[src/rtl/core/mcc_pkg.sv]
// shared types, constants and tables of the mayan calendar converter
package mcc_pkg;

	// biased day count u = long count + one full 2880000-day cycle, always positive
	localparam int UW      = 23;
	localparam int RecipW  = 24;
	localparam int ProdW   = UW + RecipW;

	localparam logic [UW-1:0] DaysBaktun = 23'd144000;
	localparam logic [UW-1:0] DaysKatun  = 23'd7200;
	localparam logic [UW-1:0] DaysTun    = 23'd360;
	localparam logic [UW-1:0] DaysUinal  = 23'd20;
	localparam logic [UW-1:0] LcSpan     = 23'd2880000;
	localparam logic [UW-1:0] EpochOff   = 23'd1137142;

	// day number to biased count, and the same for the digit sum
	localparam logic [UW-1:0] BiasDay = LcSpan + EpochOff;
	localparam logic [UW-1:0] BiasDig = LcSpan;
	// tzolkin trecena aligns to u - 3, haab year to u + 198
	localparam logic [UW-1:0] TzAlign   = 23'd3;
	localparam logic [UW-1:0] HaabAlign = 23'd198;
	localparam logic [UW-1:0] LcLimit   = LcSpan + LcSpan;

	// reciprocals for exact floor division of any 23-bit value
	localparam int Sh20    = 28;
	localparam int Sh13    = 27;
	localparam int Sh360   = 32;
	localparam int Sh365   = 32;
	localparam int Sh7200  = 36;
	localparam int Sh93600 = 40;
	localparam int Sh144k  = 41;

	localparam logic [RecipW-1:0] Rcp20    = 24'(((64'd1 << Sh20) + 64'd19) / 64'd20);
	localparam logic [RecipW-1:0] Rcp13    = 24'(((64'd1 << Sh13) + 64'd12) / 64'd13);
	localparam logic [RecipW-1:0] Rcp360   = 24'(((64'd1 << Sh360) + 64'd359) / 64'd360);
	localparam logic [RecipW-1:0] Rcp365   = 24'(((64'd1 << Sh365) + 64'd364) / 64'd365);
	localparam logic [RecipW-1:0] Rcp7200  = 24'(((64'd1 << Sh7200) + 64'd7199) / 64'd7200);
	localparam logic [RecipW-1:0] Rcp93600 =
		24'(((64'd1 << Sh93600) + 64'd93599) / 64'd93600);
	localparam logic [RecipW-1:0] Rcp144k  =
		24'(((64'd1 << Sh144k) + 64'd143999) / 64'd144000);

	// haab month from a residue below 365
	localparam int HaabSh = 16;
	localparam logic [11:0] HaabRcp = 12'd3277;

	typedef struct packed {
		logic        command;
		logic [21:0] day_number;
		logic [4:0]  baktun;
		logic [4:0]  katun;
		logic [4:0]  tun;
		logic [4:0]  uinal;
		logic [4:0]  kin;
	} mcc_in_t;

	typedef struct packed {
		logic s1;
		logic s2;
		logic s3;
		logic s4;
	} mcc_ld_t;

	typedef struct packed {
		logic [UW-1:0] u;
		logic [UW-1:0] ut;
		logic [UW-1:0] uh;
		logic [UW-1:0] uk;
		logic [21:0]   day_out;
	} mcc_s1_t;

	typedef struct packed {
		logic [ProdW-1:0] p20;
		logic [ProdW-1:0] p360;
		logic [ProdW-1:0] p7200;
		logic [ProdW-1:0] p144k;
		logic [ProdW-1:0] p13;
		logic [ProdW-1:0] p365;
		logic [ProdW-1:0] pk7200;
		logic [ProdW-1:0] pk93600;
		logic [4:0]       u_lo;
		logic [3:0]       ut_lo;
		logic [8:0]       uh_lo;
		logic [21:0]      day_out;
		logic             out_of_range;
	} mcc_s2_t;

	typedef struct packed {
		logic [21:0] day_out;
		logic [4:0]  lc_baktun;
		logic [4:0]  lc_katun;
		logic [4:0]  lc_tun;
		logic [4:0]  lc_uinal;
		logic [4:0]  lc_kin;
		logic [3:0]  tzolkin_number;
		logic [8:0]  haab_res;
		logic [3:0]  katun_res;
		logic        out_of_range;
	} mcc_s3_t;

	typedef struct packed {
		logic [21:0] day_out;
		logic [4:0]  lc_baktun;
		logic [4:0]  lc_katun;
		logic [4:0]  lc_tun;
		logic [4:0]  lc_uinal;
		logic [4:0]  lc_kin;
		logic [3:0]  tzolkin_number;
		logic [4:0]  tzolkin_name;
		logic [4:0]  haab_day;
		logic [4:0]  haab_month;
		logic [3:0]  katun_ahau;
		logic        out_of_range;
	} mcc_res_t;

	// ahau number from floor((u - 1) / 7200) mod 13
	function automatic logic [3:0] ahau_of(input logic [3:0] kr);
		logic [3:0] a;
		case (kr)
			4'd0:    a = 4'd9;
			4'd1:    a = 4'd7;
			4'd2:    a = 4'd5;
			4'd3:    a = 4'd3;
			4'd4:    a = 4'd1;
			4'd5:    a = 4'd12;
			4'd6:    a = 4'd10;
			4'd7:    a = 4'd8;
			4'd8:    a = 4'd6;
			4'd9:    a = 4'd4;
			4'd10:   a = 4'd2;
			4'd11:   a = 4'd13;
			4'd12:   a = 4'd11;
			default: a = 4'd1;
		endcase
		return a;
	endfunction

endpackage

[src/rtl/core/mcc_finish.sv]
// stage 4: tzolkin name, haab day and month, katun ahau, output register
module mcc_finish (
	input  logic              clk,
	input  mcc_pkg::mcc_s3_t  s3,
	input  mcc_pkg::mcc_ld_t  ld,
	output mcc_pkg::mcc_res_t res
);

	logic [4:0]        month;
	mcc_pkg::mcc_res_t nxt;

	always_comb begin
		month = 5'((21'(s3.haab_res) * 21'(mcc_pkg::HaabRcp)) >> mcc_pkg::HaabSh);
		nxt.day_out        = s3.day_out;
		nxt.lc_baktun      = s3.lc_baktun;
		nxt.lc_katun       = s3.lc_katun;
		nxt.lc_tun         = s3.lc_tun;
		nxt.lc_uinal       = s3.lc_uinal;
		nxt.lc_kin         = s3.lc_kin;
		nxt.tzolkin_number = s3.tzolkin_number;
		// day name trails the kin digit by one
		nxt.tzolkin_name   = (s3.lc_kin == 5'd0) ? 5'd19 : s3.lc_kin - 5'd1;
		nxt.haab_month     = month;
		nxt.haab_day       = 5'(s3.haab_res - 9'(9'(month) * 9'd20));
		nxt.katun_ahau     = mcc_pkg::ahau_of(s3.katun_res);
		nxt.out_of_range   = s3.out_of_range;
	end

	always_ff @(posedge clk) begin
		if (ld.s4) begin
			res <= nxt;
		end
	end

endmodule

[config.mk]
export PLATFORM = sky130hd
export DESIGN_NAME = mcc_finish
export DESIGN_NICKNAME = d
export VERILOG_FILES = /design/src/rtl/core/mcc_pkg.sv /design/src/rtl/core/mcc_finish.sv
export SDC_FILE = /design/constraint.sdc
export NUM_CORES = 1
export LEC_CHECK = 0
export BUFFER_PORTS_ARGS = -buffer_cell sky130_fd_sc_hd__buf_2
export CORE_MARGIN = 3
export CORE_UTILIZATION = 45
export DETAILED_ROUTE_END_ITERATION = 7
export GPL_TIMING_DRIVEN = 0
export PLACE_DENSITY = 0.81
export SETUP_SLACK_MARGIN = 0.05
export SLEW_MARGIN = 30
export SYNTH_ARGS = -nofsm -noshare
export SYNTH_HDL_FRONTEND = slang
export SYNTH_SLANG_ARGS = --single-unit
[constraint.sdc]
create_clock -name clk -period 7.2 [get_ports clk]
set_input_delay 1.44 -clock clk [delete_from_list [all_inputs] [get_ports clk]]
set_output_delay 1.44 -clock clk [all_outputs]
set_load 0.02 [all_outputs]
==> results_dict.tcl <==
set metrics [dict create \
    maxSlewViolCount 0 \
    die_area_mm2 0.00980 \
    end_kind "flop" \
    drtAntennaViolNets 0 \
    die_x_um 99.0 \
    synth_most_common_cell "edfxtp_1" \
    crit_type "primary input to flop" \
    track_usage 0.171 \
    synth-simple-area-share 0.0421 \
    max-cap-violations 0 \
    die_y_um 99.0 \
    num_vias 2573 \
    layoutNonFillerInstCount 533 \
    regMostFlops "res" \
    path_clk_slew_ps 80 \
    postLayoutCoreUtil 0.595 \
    viasPerCell 4.83 \
    synth_edf_count 71 \
    core-area_mm2 0.00830 \
    synthMuxAreaShare 0.00546 \
    synth-seq-cells 71 \
    synthFlopType "edfxtp_1" \
    wl_mm 8.57 \
    outcome "finished clean" \
    ys_async_sr_fraction 0 \
    slew_headroom 0.421 \
    worst_pin_slew_ps 868 \
    hold_buffers 0 \
    holdCritPathClass "primary input to flop" \
    cp.required_ps 7270 \
    cellLeakagePower_nw 2.38 \
    cts_resized 0 \
    cp-start-kind "primary input" \
    rows 33 \
    ys_warn_count 0 \
    total_power_w 0.00134 \
    worstPathArrival_ps 5790 \
    routedWlPerCell_um 16.1 \
    synth.cell_area_mm2 0.00389 \
    reg_top3 "res x71" \
    layout-drive-gt1-share 0.373 \
    syn_avg_cell_area_um2 14.3 \
    overflow 0 \
    initial_core_util 0.469 \
    syn-num-nets 419 \
    io_buffers 137 \
    rsz0062_at_grt "no" \
    cp_max_fo 6 \
    cts_tree "built" \
    synth_top_cell_by_area "edfxtp_1" \
    clk_path_buf_depth 2 \
    fmax_mhz 175 \
    yosys.cell_types.count 35 \
    dr.pass1.iters 5 \
    final-hold-violation-count 0 \
    synth_top_area_frac 0.548 \
    antenna_found_initial 2 \
    max-vdd-ir-drop_mv 0.124 \
    synth-compound-area-share 0.0421 \
    clock_sinks 71 \
    power_density_mw_per_mm2 272 \
    tns_ps 0 \
    synth_commonest_cells "71 x edfxtp_1, 57 x inv_1, 54 x ha_1" \
    worst_slack_ps 1480 \
    grt_pass1_vias 2674 \
    setup_violations 0 \
    synth_fa_ha_area_frac 0.287 \
    cts_root_buf "clkbuf_8" \
    place_congestion 0.830 \
    drtIter0Drc 93 \
    min_period_ps 5720 \
    synthTopCellsByArea "edfxtp_1 55%, ha_1 17%, fa_1 11%, inv_1 5.5%, xnor2_1 1.3%" \
    ios 141 \
    nFillCells 652 \
    numCtsBuffers 9 \
    areaGrowthSynthToFinish_pct 26.8 \
    synth_top_family_by_area "adder cells" \
    htree_levels 3 \
    grt_pass1_wl_mm 12.9 \
    synth_cells 273 \
    cts_setup_buffers 0 \
    place_ws_ps 1140 \
    largest_reg_flops 71 \
    drcViolationCount 0 \
    synth_xor_xnor_area_share 0.0202 \
    finalCritPeriodShare 0.795 \
    dpl.hpwl_mm 6.88 \
    seq_area_frac_synth 0.548 \
    grt_max_degree 72 \
    dp.cells 515 \
    finalNetCount 567 \
]
-- cells by family (layout without fill, tap and decap cells) --
logic type | after synthesis | in the layout
buffers and inverters | 58 | 211
adders and majority gates | 76 | 76
DFF | 71 | 71
and+or+nand+nor | 32 | 32
muxes | 2 | 2
AOI/OAI and AO/OA | 25 | 25
other | 0 | 2
xor gates and xnor gates | 9 | 9
-- layout make-up --
| type | count | area [µm²] | share of cell area |
|---|---|---|---|
| Antenna cell | 2 | 5.00 | 0.00101 |
| Buffer | 1 | 3.75 | 0.000760 |
| Clock buffer | 9 | 124 | 0.0251 |
| Clock inverter | 7 | 95.1 | 0.0193 |
| Inverter | 57 | 214 | 0.0433 |
| Multi-Input combinational cell | 144 | 1540 | 0.313 |
| Sequential cell | 71 | 2130 | 0.432 |
| Tap cell | 105 | 131 | 0.0266 |
| Timing Repair Buffer | 137 | 688 | 0.139 |
-- through the flow --
step,hold slack [ps],area (µm²)
global placement,1620,4710
finish,1270,4940
floorplan,1540,3890
global route,1250,4940
detailed placement,1620,4710
CTS,1270,4930
-- cell usage in the layout (no fill, tap or decap), drive strengths merged, types with 5 or more instances in the layout --
cell type / count
clkbuf: 10
nor2: 5
fa: 22
xnor2: 6
edfxtp: 71
ha: 54
o21ai: 8
buf: 137
a21oi: 7
nand2: 11
inv: 58
-- worst max-delay path: stages --
cell,delay [ps]
buf_2,130
inv_1,50
ha_1,330
fa_1,580
inv_1,80
fa_1,540
inv_1,50
fa_1,490
inv_1,40
ha_1,290
nand4_1,90
o21ai_1,100
o211ai_2,190
nand3b_2,170
xor2_1,210
ha_1,210
fa_1,370
xor2_1,160
xnor2_1,140
xnor2_1,120
-- per-layer routing --
layer / routed length [µm] / track usage
met2: 4490 / 0.314
met1: 3180 / 0.182
met4: 246 / 0.0725
met5: 0 / 0
met3: 647 / 0.0488
-- path summary, 6_finish.rpt --
check | to | slack (ps) | cells after the start | startpoint
worst max-delay path | res[14]$_DFFE_PP_ | 1480 | 20 | s3[6]
worst min-delay path | res[36]$_DFFE_PP_ | 1270 | 1 | s3[30]
-- power by group --
group          internal (W)  switching, W  total, W
Clock              0.000195      0.000148  0.000343
Combinational      0.000185      0.000278  0.000463
Sequential         0.000523     0.0000120  0.000535
(Power assumes the default switching activity.)
