==> src/rtl/core/mcc_pkg.sv <==
// shared types, constants and tables of the mayan calendar converter
package mcc_pkg;

	// biased day count u = long count + one full 2880000-day cycle, always positive
	localparam int UW      = 23;
	localparam int RecipW  = 24;
	localparam int ProdW   = UW + RecipW;

	localparam logic [UW-1:0] DaysBaktun = 23'd144000;
	localparam logic [UW-1:0] DaysKatun  = 23'd7200;
	localparam logic [UW-1:0] DaysTun    = 23'd360;
	localparam logic [UW-1:0] DaysUinal  = 23'd20;
	localparam logic [UW-1:0] LcSpan     = 23'd2880000;
	localparam logic [UW-1:0] EpochOff   = 23'd1137142;

	// day number to biased count, and the same for the digit sum
	localparam logic [UW-1:0] BiasDay = LcSpan + EpochOff;
	localparam logic [UW-1:0] BiasDig = LcSpan;
	// tzolkin trecena aligns to u - 3, haab year to u + 198
	localparam logic [UW-1:0] TzAlign   = 23'd3;
	localparam logic [UW-1:0] HaabAlign = 23'd198;
	localparam logic [UW-1:0] LcLimit   = LcSpan + LcSpan;

	// reciprocals for exact floor division of any 23-bit value
	localparam int Sh20    = 28;
	localparam int Sh13    = 27;
	localparam int Sh360   = 32;
	localparam int Sh365   = 32;
	localparam int Sh7200  = 36;
	localparam int Sh93600 = 40;
	localparam int Sh144k  = 41;

	localparam logic [RecipW-1:0] Rcp20    = 24'(((64'd1 << Sh20) + 64'd19) / 64'd20);
	localparam logic [RecipW-1:0] Rcp13    = 24'(((64'd1 << Sh13) + 64'd12) / 64'd13);
	localparam logic [RecipW-1:0] Rcp360   = 24'(((64'd1 << Sh360) + 64'd359) / 64'd360);
	localparam logic [RecipW-1:0] Rcp365   = 24'(((64'd1 << Sh365) + 64'd364) / 64'd365);
	localparam logic [RecipW-1:0] Rcp7200  = 24'(((64'd1 << Sh7200) + 64'd7199) / 64'd7200);
	localparam logic [RecipW-1:0] Rcp93600 =
		24'(((64'd1 << Sh93600) + 64'd93599) / 64'd93600);
	localparam logic [RecipW-1:0] Rcp144k  =
		24'(((64'd1 << Sh144k) + 64'd143999) / 64'd144000);

	// haab month from a residue below 365
	localparam int HaabSh = 16;
	localparam logic [11:0] HaabRcp = 12'd3277;

	typedef struct packed {
		logic        command;
		logic [21:0] day_number;
		logic [4:0]  baktun;
		logic [4:0]  katun;
		logic [4:0]  tun;
		logic [4:0]  uinal;
		logic [4:0]  kin;
	} mcc_in_t;

	typedef struct packed {
		logic s1;
		logic s2;
		logic s3;
		logic s4;
	} mcc_ld_t;

	typedef struct packed {
		logic [UW-1:0] u;
		logic [UW-1:0] ut;
		logic [UW-1:0] uh;
		logic [UW-1:0] uk;
		logic [21:0]   day_out;
	} mcc_s1_t;

	typedef struct packed {
		logic [ProdW-1:0] p20;
		logic [ProdW-1:0] p360;
		logic [ProdW-1:0] p7200;
		logic [ProdW-1:0] p144k;
		logic [ProdW-1:0] p13;
		logic [ProdW-1:0] p365;
		logic [ProdW-1:0] pk7200;
		logic [ProdW-1:0] pk93600;
		logic [4:0]       u_lo;
		logic [3:0]       ut_lo;
		logic [8:0]       uh_lo;
		logic [21:0]      day_out;
		logic             out_of_range;
	} mcc_s2_t;

	typedef struct packed {
		logic [21:0] day_out;
		logic [4:0]  lc_baktun;
		logic [4:0]  lc_katun;
		logic [4:0]  lc_tun;
		logic [4:0]  lc_uinal;
		logic [4:0]  lc_kin;
		logic [3:0]  tzolkin_number;
		logic [8:0]  haab_res;
		logic [3:0]  katun_res;
		logic        out_of_range;
	} mcc_s3_t;

	typedef struct packed {
		logic [21:0] day_out;
		logic [4:0]  lc_baktun;
		logic [4:0]  lc_katun;
		logic [4:0]  lc_tun;
		logic [4:0]  lc_uinal;
		logic [4:0]  lc_kin;
		logic [3:0]  tzolkin_number;
		logic [4:0]  tzolkin_name;
		logic [4:0]  haab_day;
		logic [4:0]  haab_month;
		logic [3:0]  katun_ahau;
		logic        out_of_range;
	} mcc_res_t;

	// ahau number from floor((u - 1) / 7200) mod 13
	function automatic logic [3:0] ahau_of(input logic [3:0] kr);
		logic [3:0] a;
		case (kr)
			4'd0:    a = 4'd9;
			4'd1:    a = 4'd7;
			4'd2:    a = 4'd5;
			4'd3:    a = 4'd3;
			4'd4:    a = 4'd1;
			4'd5:    a = 4'd12;
			4'd6:    a = 4'd10;
			4'd7:    a = 4'd8;
			4'd8:    a = 4'd6;
			4'd9:    a = 4'd4;
			4'd10:   a = 4'd2;
			4'd11:   a = 4'd13;
			4'd12:   a = 4'd11;
			default: a = 4'd1;
		endcase
		return a;
	endfunction

endpackage

==> src/rtl/core/mcc_resolve.sv <==
// stage 3: quotients from the products, digits and residues in narrow arithmetic
module mcc_resolve (
	input  logic             clk,
	input  mcc_pkg::mcc_s2_t s2,
	input  mcc_pkg::mcc_ld_t ld,
	output mcc_pkg::mcc_s3_t s3
);

	logic [4:0]       q20;
	logic [4:0]       q360;
	logic [4:0]       q7200;
	logic [5:0]       q144k;
	logic [3:0]       q13;
	logic [8:0]       q365;
	logic [3:0]       qk7200;
	logic [3:0]       qk93600;
	mcc_pkg::mcc_s3_t nxt;

	always_comb begin
		// only the low bits of each quotient reach the residues
		q20     = 5'(s2.p20 >> mcc_pkg::Sh20);
		q360    = 5'(s2.p360 >> mcc_pkg::Sh360);
		q7200   = 5'(s2.p7200 >> mcc_pkg::Sh7200);
		q144k   = 6'(s2.p144k >> mcc_pkg::Sh144k);
		q13     = 4'(s2.p13 >> mcc_pkg::Sh13);
		q365    = 9'(s2.p365 >> mcc_pkg::Sh365);
		qk7200  = 4'(s2.pk7200 >> mcc_pkg::Sh7200);
		qk93600 = 4'(s2.pk93600 >> mcc_pkg::Sh93600);

		nxt.lc_kin   = 5'(s2.u_lo - 5'(q20 * 5'd20));
		nxt.lc_uinal = 5'(q20 - 5'(q360 * 5'd18));
		nxt.lc_tun   = 5'(q360 - 5'(q7200 * 5'd20));
		nxt.lc_katun = 5'(q7200 - 5'(q144k[4:0] * 5'd20));
		// baktun count is at most 52 here
		if (q144k >= 6'd40) begin
			nxt.lc_baktun = 5'(q144k - 6'd40);
		end else if (q144k >= 6'd20) begin
			nxt.lc_baktun = 5'(q144k - 6'd20);
		end else begin
			nxt.lc_baktun = 5'(q144k);
		end
		nxt.tzolkin_number = 4'(s2.ut_lo - 4'(q13 * 4'd13)) + 4'd1;
		nxt.haab_res       = 9'(s2.uh_lo - 9'(q365 * 9'd365));
		nxt.katun_res      = 4'(qk7200 - 4'(qk93600 * 4'd13));
		nxt.day_out        = s2.day_out;
		nxt.out_of_range   = s2.out_of_range;
	end

	always_ff @(posedge clk) begin
		if (ld.s3) begin
			s3 <= nxt;
		end
	end

endmodule

==> config.mk <==
export PLATFORM = sky130hd
export DESIGN_NAME = mcc_resolve
export DESIGN_NICKNAME = d
export VERILOG_FILES = /design/src/rtl/core/mcc_pkg.sv /design/src/rtl/core/mcc_resolve.sv
export SDC_FILE = /design/constraint.sdc
export NUM_CORES = 1
export LEC_CHECK = 0
export CAP_MARGIN = 20
export CORE_AREA = 2 2 190 192
export DETAILED_ROUTE_END_ITERATION = 7
export DIE_AREA = 0 0 192 194
export DONT_BUFFER_PORTS = 1
export GPL_TIMING_DRIVEN = 0
export PLACE_DENSITY = 0.32
export SLEW_MARGIN = 20
export SYNTH_ARGS = -nofsm -noshare
export SYNTH_HDL_FRONTEND = slang
export SYNTH_SLANG_ARGS = --single-unit
==> constraint.sdc <==
create_clock -name clk -period 8.2 [get_ports clk]
set_clock_uncertainty 0.1 [all_clocks]
set_input_delay 0.41 -clock clk [delete_from_list [all_inputs] [get_ports clk]]
set_output_delay 0.41 -clock clk [all_outputs]
set_load 0.005 [all_outputs]
==> flow_summary.yaml <==
run_status:
  status: "completed"
drt:
  drt_iter0_drc: 55
  wl_um: 13700
  dr.pass1.iters: 4
  vias_per_cell: 2.86
  drc: 0
  ant_nets: 0
  wl_per_cell_um: 17.5
  vias: 2237
floorplan:
  die_y_um: 194
  coreArea_um2: 35200
  row_count: 69
  die_w_um: 192
  initial_core_util_pct: 11.2
  pin_count: 487
  die_area_um2: 37200
worst_setup_path:
  cp-endpoint: "s3[12]$_DFFE_PP_"
  endpoint_kind: "flop"
  crit_fanout: 7
  critPathTopFamily: "adder cells"
  path_cells: "ha_1, inv_1, fa_1, fa_1, fa_1, inv_1, fa_1, inv_1, ha_1, or3_2, o2111ai_1, nor3_1"
  crit_type: "in -> reg"
  cp_slowest_cell: "fa_1"
  arrival_ns: 3.86
  cp.depth: 12
  path_buf_inv: 3
  startpoint_type: "input pin"
  worst_path_most_repeated_cell: "fa_1"
  cp.required_ns: 8.17
  slowest_delay_ns: 0.54
  crit_start: "s2[172]"
clock_tree:
  cts-resized-gates: 0
  post_cts_buffers: 0
  htree_levels: 3
  clk_path_buf_depth: 2
  clkSinkCount: 65
  tritoncts: "built"
  holdBufCountCts: 0
  cts_buffers: 9
  clkTransAtPathRegs_ns: 0.06
  cts-root-buf: "clkbuf_16"
cells_and_area:
  multi_input_area_um2: 1700
  instances_no_fill: 783
  regArea_um2: 1950
  largest_reg_flops: 65
  finalNetCount: 804
  regMostFlops: "s3"
  reg.largest.list: "s3: 65 flops"
  area_growth_syn_to_layout_pct: 21.2
  drive_gt1_share_pct: 5.61
  num-fill-cells: 3982
placed_design:
  portBuffers: 0
  globalplace.congestion: 0.715
  dp_hpwl_um: 11500
  dp_cells: 767
timing:
  finalHoldViolCount: 0
  period_minus_slack_ns: 3.89
  rsz0062_at_grt: "false"
  max_freq_mhz: 257
  slew_headroom_pct: 81.7
  tightestPinTransition_ns: 0.272
  finalSetupTns_ns: 0
  finalSetupViolations: 0
  slew_viol_final: 0
  fin_crit_sh_pct: 47.4
worst_hold_path:
  worstHoldPathCells: 0
  hold_class: "in -> reg"
global_route:
  grt_max_degree: 66
  track_usage_pct: 7.53
  antenna_found_initial: 4
  grt_pass1_vias: 2425
  grt_pass1_wl_um: 18900
  globalRouteOverflowTotal: 0
pwr:
  vdd_drop_max_mv: 0.0694
  powerDensity_nw_per_um2: 244
  leakagePower_nw: 1.85
logic_synthesis:
  ys_seq_elements: 65
  synth_top_family_by_area: "adder cells"
  synth_edf_count: 65
  synth_xor_area_share_pct: 10.5
  async_reset_ff_share_pct: 0
  syn_area_um2: 3930
  synth_cells: 306
  synth_cell_types: 31
  synth-seq-area-share_pct: 49.6
  avgSynthCellArea_um2: 12.8
  synth-compound-area-share_pct: 4.58
  muxShareOfSynthArea_pct: 0.637
  ys.flop_type: "edfxtp_1"
  synthAdderAreaFrac_pct: 24.1
  synth_simple_gate_area_share_pct: 3.37
  syn-num-nets: 793
  yosysWarnings: 0
job:
  cap_violations: 0
[synthesized netlist by cell type (4+ instances only)]
cell | instances | area share [%]
inv_1 | 75 | 7.2
edfxtp_1 | 65 | 50
ha_1 | 47 | 15
xnor2_1 | 37 | 8.2
fa_1 | 18 | 9.2
xor2_1 | 10 | 2.2
nor2_1 | 7 | 0.67
a21oi_1 | 6 | 0.76
nand2_1 | 6 | 0.57
a21o_1 | 4 | 0.76
nand2b_1 | 4 | 0.64
o21ai_0 | 4 | 0.51
[stage by stage]
step / hold WS (ns) / utilization [%] / total power, mW / setup slack (ns) / area, um2
after floorplan: 0.409 / - / 0.726 / 4.12 / 3930
after global placement: 0.409 / 12.8 / 0.839 / 3.97 / 4510
after detailed placement: 0.409 / 12.8 / 0.839 / 3.97 / 4510
after CTS: 0.0527 / 13.5 / 1.19 / 4.31 / 4760
after global routing: 0.0547 / 13.5 / 1.24 / 4.18 / 4760
final: 0.0690 / 13.5 / 1.16 / 4.31 / 4760
[kinds of logic after synthesis]
logic type / Yosys count
muxes: 2
AOI/OAI and AO/OA: 27
adders and majority gates: 65
DFF: 65
buffers and inverters: 75
xor gates and xnor gates: 47
and+or+nand+nor: 25
[worst min-delay path by stage]
| stage | slack [ns] | start | end |
|---|---|---|---|
| 2_1_floorplan | 0.41 | s2[0] | s3[0]$_DFFE_PP_ |
| 3_3_place_gp | 0.41 | s2[7] | s3[49]$_DFFE_PP_ |
| 3_5_place_dp | 0.41 | s2[6] | s3[48]$_DFFE_PP_ |
| 4_1_cts | 0.05 | s2[7] | s3[49]$_DFFE_PP_ |
| 5_1_grt | 0.05 | s2[12] | s3[54]$_DFFE_PP_ |
| 6_report | 0.07 | s2[7] | s3[49]$_DFFE_PP_ |
[power by group]
part	switching (mW)	internal [mW]	leakage [nW]
Combinational	0.171	0.150	1.10
Clock	0.144	0.199	0.121
Sequential	0.0530	0.444	0.636
[final cells by class]
type	instances	share of cell area, %
tap	461	12.1
clock inverter	5	0.499
inverter	75	5.91
clock buffer	10	4.81
multi-input combinational	166	35.6
sequential	65	41.0
antenna	1	0.0525
[per-layer routing]
| metal | share of wire, % | routed length [um] | track usage [%] | up-vias |
|---|---|---|---|---|
| li1 | - | - | - | 1028 |
| met1 | 33 | 4520 | 6.85 | 1124 |
| met2 | 60 | 8180 | 15.5 | 70 |
| met3 | 5.9 | 811 | 2.01 | 15 |
| met4 | 1.5 | 204 | 2.63 | 0 |
| met5 | 0 | 0 | 0 | - |
[cells in the final DEF, fill, tap and decap left out, types with 3 or more instances in the layout]
master	netlist	layout
o21ai_0	4	4
a21o_1	4	4
clkinv_1	0	3
a21oi_1	6	6
fa_1	18	18
a31oi_1	3	3
ha_1	47	47
xnor2_1	37	37
inv_1	75	75
clkbuf_16	0	9
nor2_1	7	7
nand2_1	6	6
a211oi_1	3	3
edfxtp_1	65	65
nand2b_1	4	4
xor2_1	10	10
Power figures use the tool's default switching activity.
